==> src/rcpwc_pkg.sv <==
// ----------------------------------------------------------------------------
// rcpwc_pkg
// shared types, constants and codes of the rc pulse width capture core
// ----------------------------------------------------------------------------
package rcpwc_pkg;

    localparam int CHANNELS   = 4;
    localparam int TICK_BITS  = 32;
    localparam int CH_IDX_W   = (CHANNELS > 1) ? $clog2(CHANNELS) : 1;
    localparam int CFG_IDX_W  = $clog2(CHANNELS + 2);
    localparam int PIN_W      = 5;
    localparam int WIDTH_W    = 32;
    localparam int FRAC_W     = 16;
    localparam int DIV_STEPS  = FRAC_W;
    localparam int DIV_CNT_W  = $clog2(DIV_STEPS);

    // register indexes
    localparam int REG_MIN_WIDTH = CHANNELS;
    localparam int REG_MAX_WIDTH = CHANNELS + 1;

    localparam logic [WIDTH_W-1:0] MIN_WIDTH_RESET = 32'd1000;
    localparam logic [WIDTH_W-1:0] MAX_WIDTH_RESET = 32'd2000;

    // edge levels
    localparam logic [1:0] LEVEL_FALL = 2'd0;
    localparam logic [1:0] LEVEL_RISE = 2'd1;

    typedef struct packed {
        logic [PIN_W-1:0] pin;
        logic [1:0]       level;
        logic [31:0]      tick;
    } rcpwc_in_t;

    typedef struct packed {
        logic [1:0]         channel;
        logic [WIDTH_W-1:0] width;
        logic [FRAC_W-1:0]  fraction;
    } rcpwc_out_t;

    typedef struct packed {
        logic load_item;
        logic write_rise;
        logic capture;
        logic div_start;
        logic load_out;
    } rcpwc_cmd_t;

    typedef struct packed {
        logic hit;
        logic level_rise;
        logic level_fall;
        logic rise_nonzero;
        logic div_done;
        logic out_free;
    } rcpwc_status_t;

endpackage

==> src/rc_pulse_width_capture_core.sv <==
// ----------------------------------------------------------------------------
// rc_pulse_width_capture_core
// pulse width capture for radio-control receiver channels
// ----------------------------------------------------------------------------
// Each input item is one pin edge with its timestamp. The pin is matched
// against the per-channel pin registers (lowest channel wins, unmapped pins
// and levels other than rising or falling are dropped). A rising edge stores
// the timestamp; a falling edge with a nonzero stored rise produces one
// output item with the channel, the modular width and a 16-bit fraction of
// the width clamped to min..max. An edge that yields no output returns to
// idle after evaluation; a measured pulse also passes through the bit-serial
// divider that produces one fraction bit per cycle. The finished item sits
// in an output register, so the next edge is accepted while it waits.
// Configuration writes are always accepted and must be issued while idle.
module rc_pulse_width_capture_core (
    input  logic                                clk,
    input  logic                                rst_n,
    input  logic                                in_valid,
    output logic                                in_ready,
    input  rcpwc_pkg::rcpwc_in_t                in_data,
    output logic                                out_valid,
    input  logic                                out_ready,
    output rcpwc_pkg::rcpwc_out_t               out_data,
    input  logic                                cfg_valid,
    output logic                                cfg_ready,
    input  logic [rcpwc_pkg::CFG_IDX_W-1:0]     cfg_index,
    input  logic [31:0]                         cfg_data
);

    rcpwc_pkg::rcpwc_cmd_t    cmd;
    rcpwc_pkg::rcpwc_status_t status;

    assign cfg_ready = 1'b1;

    rcpwc_ctrl u_ctrl (
        .clk      (clk),
        .rst_n    (rst_n),
        .in_valid (in_valid),
        .in_ready (in_ready),
        .status   (status),
        .cmd      (cmd)
    );

    rcpwc_datapath u_datapath (
        .clk       (clk),
        .rst_n     (rst_n),
        .cfg_valid (cfg_valid),
        .cfg_index (cfg_index),
        .cfg_data  (cfg_data),
        .in_data   (in_data),
        .cmd       (cmd),
        .status    (status),
        .out_valid (out_valid),
        .out_ready (out_ready),
        .out_data  (out_data)
    );

endmodule

==> src/rcpwc_divider.sv <==
// ----------------------------------------------------------------------------
// rcpwc_divider
// restoring divider for floor(num * 65535 / den), one quotient bit per cycle
// ----------------------------------------------------------------------------
module rcpwc_divider (
    input  logic                                 clk,
    input  logic                                 rst_n,
    input  logic                                 start,
    input  logic [rcpwc_pkg::WIDTH_W-1:0]        num,
    input  logic [rcpwc_pkg::WIDTH_W-1:0]        den,
    output logic [rcpwc_pkg::FRAC_W-1:0]         quotient,
    output logic                                 done
);

    localparam int W = rcpwc_pkg::WIDTH_W;
    localparam int F = rcpwc_pkg::FRAC_W;

    logic                             busy_reg;
    logic                             busy_next;
    logic                             done_reg;
    logic                             done_next;
    logic [rcpwc_pkg::DIV_CNT_W-1:0]  cnt_reg;
    logic [rcpwc_pkg::DIV_CNT_W-1:0]  cnt_next;
    logic [W-1:0]                     rem_reg;
    logic [W-1:0]                     rem_next;
    logic [F-1:0]                     lq_reg;
    logic [F-1:0]                     lq_next;

    logic [W+F-1:0] prod;
    logic [W:0]     trial;
    logic [W:0]     diff;
    logic           qbit;

    // num * 65535 as a shift and subtract
    assign prod  = {num, {F{1'b0}}} - {{F{1'b0}}, num};
    assign trial = {rem_reg, lq_reg[F-1]};
    assign diff  = trial - {1'b0, den};
    assign qbit  = ~diff[W];

    always_comb
    begin
        busy_next = busy_reg;
        done_next = done_reg;
        cnt_next  = cnt_reg;
        rem_next  = rem_reg;
        lq_next   = lq_reg;
        if (start)
        begin
            busy_next = 1'b1;
            done_next = 1'b0;
            cnt_next  = rcpwc_pkg::DIV_CNT_W'(rcpwc_pkg::DIV_STEPS - 1);
            rem_next  = prod[W+F-1:F];
            lq_next   = prod[F-1:0];
        end
        else if (busy_reg)
        begin
            rem_next = qbit ? diff[W-1:0] : trial[W-1:0];
            lq_next  = {lq_reg[F-2:0], qbit};
            if (cnt_reg == '0)
            begin
                busy_next = 1'b0;
                done_next = 1'b1;
            end
            else
            begin
                cnt_next = cnt_reg - 1'b1;
            end
        end
    end

    always_ff @(posedge clk or negedge rst_n)
    begin
        if (!rst_n)
        begin
            busy_reg <= 1'b0;
            done_reg <= 1'b0;
            cnt_reg  <= '0;
        end
        else
        begin
            busy_reg <= busy_next;
            done_reg <= done_next;
            cnt_reg  <= cnt_next;
        end
    end

    always_ff @(posedge clk)
    begin
        rem_reg <= rem_next;
        lq_reg  <= lq_next;
    end

    assign quotient = lq_reg;
    assign done     = done_reg;

    a_start_clears_done: assert property (@(posedge clk) disable iff (!rst_n)
        start |=> busy_reg && !done_reg)
        else $error("divider start did not restart the division");

    a_done_holds: assert property (@(posedge clk) disable iff (!rst_n)
        done_reg && !start |=> done_reg && $stable(lq_reg))
        else $error("divider result changed while done");

endmodule

==> src/rcpwc_datapath.sv <==
// ----------------------------------------------------------------------------
// rcpwc_datapath
// config registers, rise times, channel lookup, width and clamp, output slot
// ----------------------------------------------------------------------------
module rcpwc_datapath (
    input  logic                                 clk,
    input  logic                                 rst_n,
    input  logic                                 cfg_valid,
    input  logic [rcpwc_pkg::CFG_IDX_W-1:0]      cfg_index,
    input  logic [31:0]                          cfg_data,
    input  rcpwc_pkg::rcpwc_in_t                 in_data,
    input  rcpwc_pkg::rcpwc_cmd_t                cmd,
    output rcpwc_pkg::rcpwc_status_t             status,
    output logic                                 out_valid,
    input  logic                                 out_ready,
    output rcpwc_pkg::rcpwc_out_t                out_data
);

    localparam int NCH = rcpwc_pkg::CHANNELS;
    localparam int TB  = rcpwc_pkg::TICK_BITS;
    localparam int W   = rcpwc_pkg::WIDTH_W;
    localparam int CW  = rcpwc_pkg::CH_IDX_W;

    logic [rcpwc_pkg::PIN_W-1:0] pin_reg [NCH];
    logic [W-1:0]                min_reg;
    logic [W-1:0]                max_reg;
    logic [TB-1:0]               rise_reg [NCH];

    rcpwc_pkg::rcpwc_in_t        item_reg;
    logic [CW-1:0]               ch_reg;
    logic [W-1:0]                width_reg;
    logic [W-1:0]                num_reg;
    logic [W-1:0]                den_reg;
    logic                        empty_reg;

    rcpwc_pkg::rcpwc_out_t       out_reg;
    logic                        out_valid_reg;
    logic                        out_valid_next;

    logic                        hit;
    logic [CW-1:0]               ch;
    logic [TB-1:0]               tick_cut;
    logic [TB-1:0]               rise_sel;
    logic [W-1:0]                width_cur;
    logic [W-1:0]                clamped;
    logic [rcpwc_pkg::FRAC_W-1:0] quotient;
    logic                        div_done;

    // lowest matching channel wins
    always_comb
    begin
        hit = 1'b0;
        ch  = '0;
        for (int k = NCH - 1; k >= 0; k--)
        begin
            if (pin_reg[k] == item_reg.pin)
            begin
                hit = 1'b1;
                ch  = CW'(k);
            end
        end
    end

    assign tick_cut  = item_reg.tick[TB-1:0];
    assign rise_sel  = rise_reg[ch];
    assign width_cur = W'(tick_cut - rise_sel);

    always_comb
    begin
        priority if (width_cur < min_reg)
            clamped = min_reg;
        else if (width_cur > max_reg)
            clamped = max_reg;
        else
            clamped = width_cur;
    end

    always_ff @(posedge clk or negedge rst_n)
    begin
        if (!rst_n)
        begin
            for (int k = 0; k < NCH; k++)
            begin
                pin_reg[k]  <= rcpwc_pkg::PIN_W'(k);
                rise_reg[k] <= '0;
            end
            min_reg <= rcpwc_pkg::MIN_WIDTH_RESET;
            max_reg <= rcpwc_pkg::MAX_WIDTH_RESET;
        end
        else
        begin
            if (cfg_valid)
            begin
                for (int k = 0; k < NCH; k++)
                begin
                    if (cfg_index == rcpwc_pkg::CFG_IDX_W'(k))
                        pin_reg[k] <= cfg_data[rcpwc_pkg::PIN_W-1:0];
                end
                if (cfg_index == rcpwc_pkg::CFG_IDX_W'(rcpwc_pkg::REG_MIN_WIDTH))
                    min_reg <= cfg_data;
                if (cfg_index == rcpwc_pkg::CFG_IDX_W'(rcpwc_pkg::REG_MAX_WIDTH))
                    max_reg <= cfg_data;
            end
            if (cmd.write_rise)
                rise_reg[ch] <= tick_cut;
        end
    end

    always_ff @(posedge clk)
    begin
        if (cmd.load_item)
            item_reg <= in_data;
        if (cmd.capture)
        begin
            ch_reg    <= ch;
            width_reg <= width_cur;
            num_reg   <= clamped - min_reg;
            den_reg   <= max_reg - min_reg;
            empty_reg <= (max_reg <= min_reg);
        end
        if (cmd.load_out)
        begin
            out_reg.channel  <= 2'(ch_reg);
            out_reg.width    <= width_reg;
            out_reg.fraction <= empty_reg ? '0 : quotient;
        end
    end

    rcpwc_divider u_divider (
        .clk      (clk),
        .rst_n    (rst_n),
        .start    (cmd.div_start),
        .num      (num_reg),
        .den      (den_reg),
        .quotient (quotient),
        .done     (div_done)
    );

    always_comb
    begin
        out_valid_next = out_valid_reg;
        if (out_valid_reg && out_ready)
            out_valid_next = 1'b0;
        if (cmd.load_out)
            out_valid_next = 1'b1;
    end

    always_ff @(posedge clk or negedge rst_n)
    begin
        if (!rst_n)
            out_valid_reg <= 1'b0;
        else
            out_valid_reg <= out_valid_next;
    end

    assign status.hit          = hit;
    assign status.level_rise   = (item_reg.level == rcpwc_pkg::LEVEL_RISE);
    assign status.level_fall   = (item_reg.level == rcpwc_pkg::LEVEL_FALL);
    assign status.rise_nonzero = (rise_sel != '0);
    assign status.div_done     = div_done;
    assign status.out_free     = !out_valid_reg || out_ready;

    assign out_valid = out_valid_reg;
    assign out_data  = out_reg;

    a_out_from_load: assert property (@(posedge clk) disable iff (!rst_n)
        $rose(out_valid_reg) |-> $past(cmd.load_out))
        else $error("output item appeared without a load");

endmodule

==> src/rcpwc_ctrl.sv <==
// ----------------------------------------------------------------------------
// rcpwc_ctrl
// sequencer: accept, evaluate, divide, hand result to the output slot
// ----------------------------------------------------------------------------
module rcpwc_ctrl (
    input  logic                     clk,
    input  logic                     rst_n,
    input  logic                     in_valid,
    output logic                     in_ready,
    input  rcpwc_pkg::rcpwc_status_t status,
    output rcpwc_pkg::rcpwc_cmd_t    cmd
);

    typedef enum logic [4:0] {
        S_IDLE  = 5'b00001,
        S_EVAL  = 5'b00010,
        S_START = 5'b00100,
        S_DIV   = 5'b01000,
        S_DONE  = 5'b10000
    } state_t;

    state_t state_reg;
    state_t state_next;

    always_comb
    begin
        state_next = state_reg;
        cmd        = '0;
        in_ready   = 1'b0;
        unique case (state_reg)
            S_IDLE:
            begin
                in_ready = 1'b1;
                if (in_valid)
                begin
                    cmd.load_item = 1'b1;
                    state_next    = S_EVAL;
                end
            end
            S_EVAL:
            begin
                state_next = S_IDLE;
                if (status.hit && status.level_rise)
                    cmd.write_rise = 1'b1;
                else if (status.hit && status.level_fall && status.rise_nonzero)
                begin
                    cmd.capture = 1'b1;
                    state_next  = S_START;
                end
            end
            S_START:
            begin
                cmd.div_start = 1'b1;
                state_next    = S_DIV;
            end
            S_DIV:
            begin
                if (status.div_done)
                    state_next = S_DONE;
            end
            S_DONE:
            begin
                if (status.out_free)
                begin
                    cmd.load_out = 1'b1;
                    state_next   = S_IDLE;
                end
            end
            default:
            begin
                state_next = S_IDLE;
            end
        endcase
    end

    always_ff @(posedge clk or negedge rst_n)
    begin
        if (!rst_n)
            state_reg <= S_IDLE;
        else
            state_reg <= state_next;
    end

    a_load_after_div: assert property (@(posedge clk) disable iff (!rst_n)
        cmd.load_out |-> status.div_done)
        else $error("result loaded before the division finished");

    a_accept_only_idle: assert property (@(posedge clk) disable iff (!rst_n)
        cmd.load_item |=> state_reg == S_EVAL)
        else $error("accepted item not evaluated next");

endmodule

==> config.mk <==
export PLATFORM = sky130hd
export DESIGN_NAME = rc_pulse_width_capture_core
export DESIGN_NICKNAME = d
export VERILOG_FILES = /design/src/rcpwc_pkg.sv /design/src/rc_pulse_width_capture_core.sv /design/src/rcpwc_divider.sv /design/src/rcpwc_datapath.sv /design/src/rcpwc_ctrl.sv
export SDC_FILE = /design/constraint.sdc
export NUM_CORES = 1
export LEC_CHECK = 0
export BUFFER_PORTS_ARGS = -buffer_cell sky130_fd_sc_hd__buf_2
export CORE_MARGIN = 2
export CORE_UTILIZATION = 50
export DETAILED_ROUTE_END_ITERATION = 7
export PLACE_DENSITY = 0.7
export RECOVER_POWER = 25
export SLEW_MARGIN = 20
export SYNTH_ARGS = -nofsm -noshare
export SYNTH_HDL_FRONTEND = slang
export SYNTH_SLANG_ARGS = --single-unit
export TNS_END_PERCENT = 30
==> constraint.sdc <==
create_clock -name clk -period 14 [get_ports clk]
set_input_delay 4.2 -clock clk [delete_from_list [all_inputs] [get_ports clk]]
set_output_delay 4.2 -clock clk [all_outputs]
set_load 0.005 [all_outputs]
==> run summary <==
Clock network power share = 26.5%
Violated checks = max-capacitance violations, max-slew violations
Crit path kind = register to register
Largest fanout on the critical path = 25
Initial antenna violation count = 2
Largest net degree at the start of global routing = 101
Ports = 132
Req. time, crit path = 14.33 ns
Clk buf depth = 3
Core Region = 54800 um2
Clock Pin Slew Worst Setup and Hold Paths = 0.06 ns
Dpl ws = 2.57 ns
Logic pwr share = 40.7%
Hold EP = u_datapath.out_data[34]
Share of layout cells above drive strength 1 = 16.2%
Crit end category = register
Reg2Reg Setup Slack = 2.05 ns
Setup ws final = 2.05 ns
Number of enable flip-flop cells after synthesis = 236
Synth area leader = edfxtp_1
Hold_sp = u_datapath.width_reg[18]
Int Pwr = 3.29 mW
CTS tree = built
CTS buffer count = 48
Starting Density = 50.3%
Post-synth ARST share = 48.7%
Fin area = 30700 um2
Switching portion of total power = 36.4%
Top_reg_cell synth = edfxtp_1
Hold Path Class = register to register
Post_cts resized = 0
Yosys reg bits = 460
Seq/Total Area, Yosys = 46.1%
Die width = 239 um
Area fraction of the dominant cell type after synthesis = 25.7%
WL/cell = 19.9 um
Status = finished with violations
P&R area growth vs syn = 11.4%
Tightest Pin Transition = 2.39 ns
Synthesized area per cell = 10.6 um2
Max-cap viol count = 7
CP startpoint = u_datapath.pin_reg[1]
Sink Count = 460
Number of setup buffers added after CTS = 0
Final slew viol count = 291
First-pass GRT wire length = 109000 um
Post-Syn Instances = 2597
Routed Antenna Nets = 0
CP peak stage delay = 0.78 ns
Share of power burned in registers = 32.8%
Cell variety after synth = 82
F_max = 83.7 MHz
Drt pass-1 iters = 6
Largest cells by area after synthesis = edfxtp_1, dfrtp_1, ha_1
Routed via count = 20510
Post-Synth Simple-Gate Area = 11.4%
Port Buffers = 130
Worst skew pair latency = 0.61 ns
Synthesized Nets = 2886
Peak supply drop = 0.132 mV
CP startpoint kind = register
TNS Setup = 0 ns
Slew HR = -59.4%
Min Tclk post-route = 11.95 ns
Vias in the first global route = 20187
Cell with the most instances after synthesis = edfxtp_1
P per Cell Area = 168 nW/um2
Placed cell area = 29000 um2
Clock root cell = clkbuf_16
H-tree depth = 2
Final period util = 85.4%
Post-synthesis compound-gate area fraction = 14.8%
Vias/cell = 5.92
Fin nets = 3009
Multiplexer share of the synthesized area = 9.22%
Final core occ = 56.1%
Placer Congestion = 0.952
Hold_buf cts = 0
Final hold vios = 0
Die area = 57000 um2
Largest family of logic cells by synthesized area = compound AO/OA/AOI/OAI gates
Worst r2r path cells = 44
R2R Path Start = u_datapath.pin_reg[1]
Ant diodes = 0
CP arrival = 12.28 ns
Detail Placement HPWL = 52200 um
GRT Total Usage = 24.1%
Final wirelength = 69000 um
Clock Skews = 0.0314 ns
GRT overflow = 0
R2R Path End = u_datapath.num_reg[30]
Unrepaired setup endpoints after global routing = no
Remaining DRCs = 0
Post-Synth Adder-Cell Area = 9.68%
1st-iter DRT viols = 1494
Fraction of synthesized cell area in xor and xnor cells = 5.28%
Standard-cell rows = 86
Slowest CP cell = clkbuf_1
Syn. warnings = 0
Final setup viols = 0
Max FFs per register = 128
Hold path cells = 0
Post-synthesis cell area = 27600 um2
Leak Pwr = 13.4 nW
Vert. Die Dim = 239 um
Top post-synthesis cells by count = edfxtp_1, nand2_1, dfrtp_1, ha_1, o21ai_0
Net switching power = 1.88 mW
==> cell type report <==
cell class | count | area (um2)
Clock inverter | 26 | 374
Timing Repair Buffer | 148 | 781
Sequential cell | 460 | 12700
Tap cell | 704 | 881
Inverter | 175 | 657
Fill cell | 4567 | 24100
Multi-Input combinational cell | 1887 | 14000
Clock buffer | 63 | 1330
==> placed cells by master (no fill, tap or decap), types with 50 or more instances in the layout <==
master,netlist,layout
inv_1,175,175
buf_2,4,129
ha_1,206,206
clkbuf_16,0,50
edfxtp_1,236,236
dfrtp_1,207,207
mux2i_1,52,52
o21ai_0,182,182
mux2_2,178,178
nor3_1,54,52
a21oi_1,146,146
a21o_1,78,78
xor2_1,60,60
xnor2_1,106,106
nor2_1,138,136
nand2_1,212,212
==> cells by family (layout without fill, tap and decap cells) <==
group	after synthesis	after routing
simple gates	647	647
compound gates	631	631
flops	460	460
buf+inv	250	412
mux	231	231
fa+ha+maj	211	211
xor+xnor	166	166
other cells	1	1
==> critical path: cells and delay by family (launching register included) <==
kind	cells	cell delay, ns
AOI/OAI and AO/OA	30	7.63
adders and majority gates	4	1.38
buffers and inverters	2	0.84
xor gates and xnor gates	3	0.70
and+or+nand+nor	5	0.58
DFF	1	0.55
==> power groups by stage <==
stage	sequential, mW	clock (mW)	combinational (mW)
after floorplan	1.69	0	1.55
final	1.70	1.37	2.10
after global placement	1.72	0	2.00
after global routing	1.71	1.45	2.33
after CTS	1.70	1.40	2.08
after detailed placement	1.72	0	2.07
==> worst max-delay path by stage <==
stage / end / slack (ns) / depth (start not counted)
6_report: u_datapath.num_reg[30] / 2.05 / 44
5_1_grt: u_datapath.num_reg[30] / 1.11 / 44
4_1_cts: u_datapath.num_reg[30] / 2.51 / 44
3_5_place_dp: u_datapath.num_reg[30] / 2.57 / 44
3_3_place_gp: u_datapath.num_reg[30] / 2.94 / 45
2_1_floorplan: u_datapath.ch_reg[0] / 3.09 / 11
==> stage by stage <==
stage	power, mW	cells	hold WS (ns)
finish	5.17	3463	0.421
global route	5.49	3463	0.435
CTS	5.17	3463	0.422
detailed placement	3.79	3374	0.405
global placement	3.72	3374	0.406
floorplan	3.24	2597	0.400
==> per-layer routing <==
| metal | global-route usage, % | vias up | part of all wire (%) |
|---|---|---|---|
| li1 | - | 9763 | - |
| met1 | 32.0 | 9958 | 43 |
| met2 | 39.9 | 623 | 47 |
| met3 | 3.03 | 164 | 4.7 |
| met4 | 10.5 | 2 | 4.5 |
| met5 | 0 | - | 0.019 |
Power figures use the tool's default switching activity.
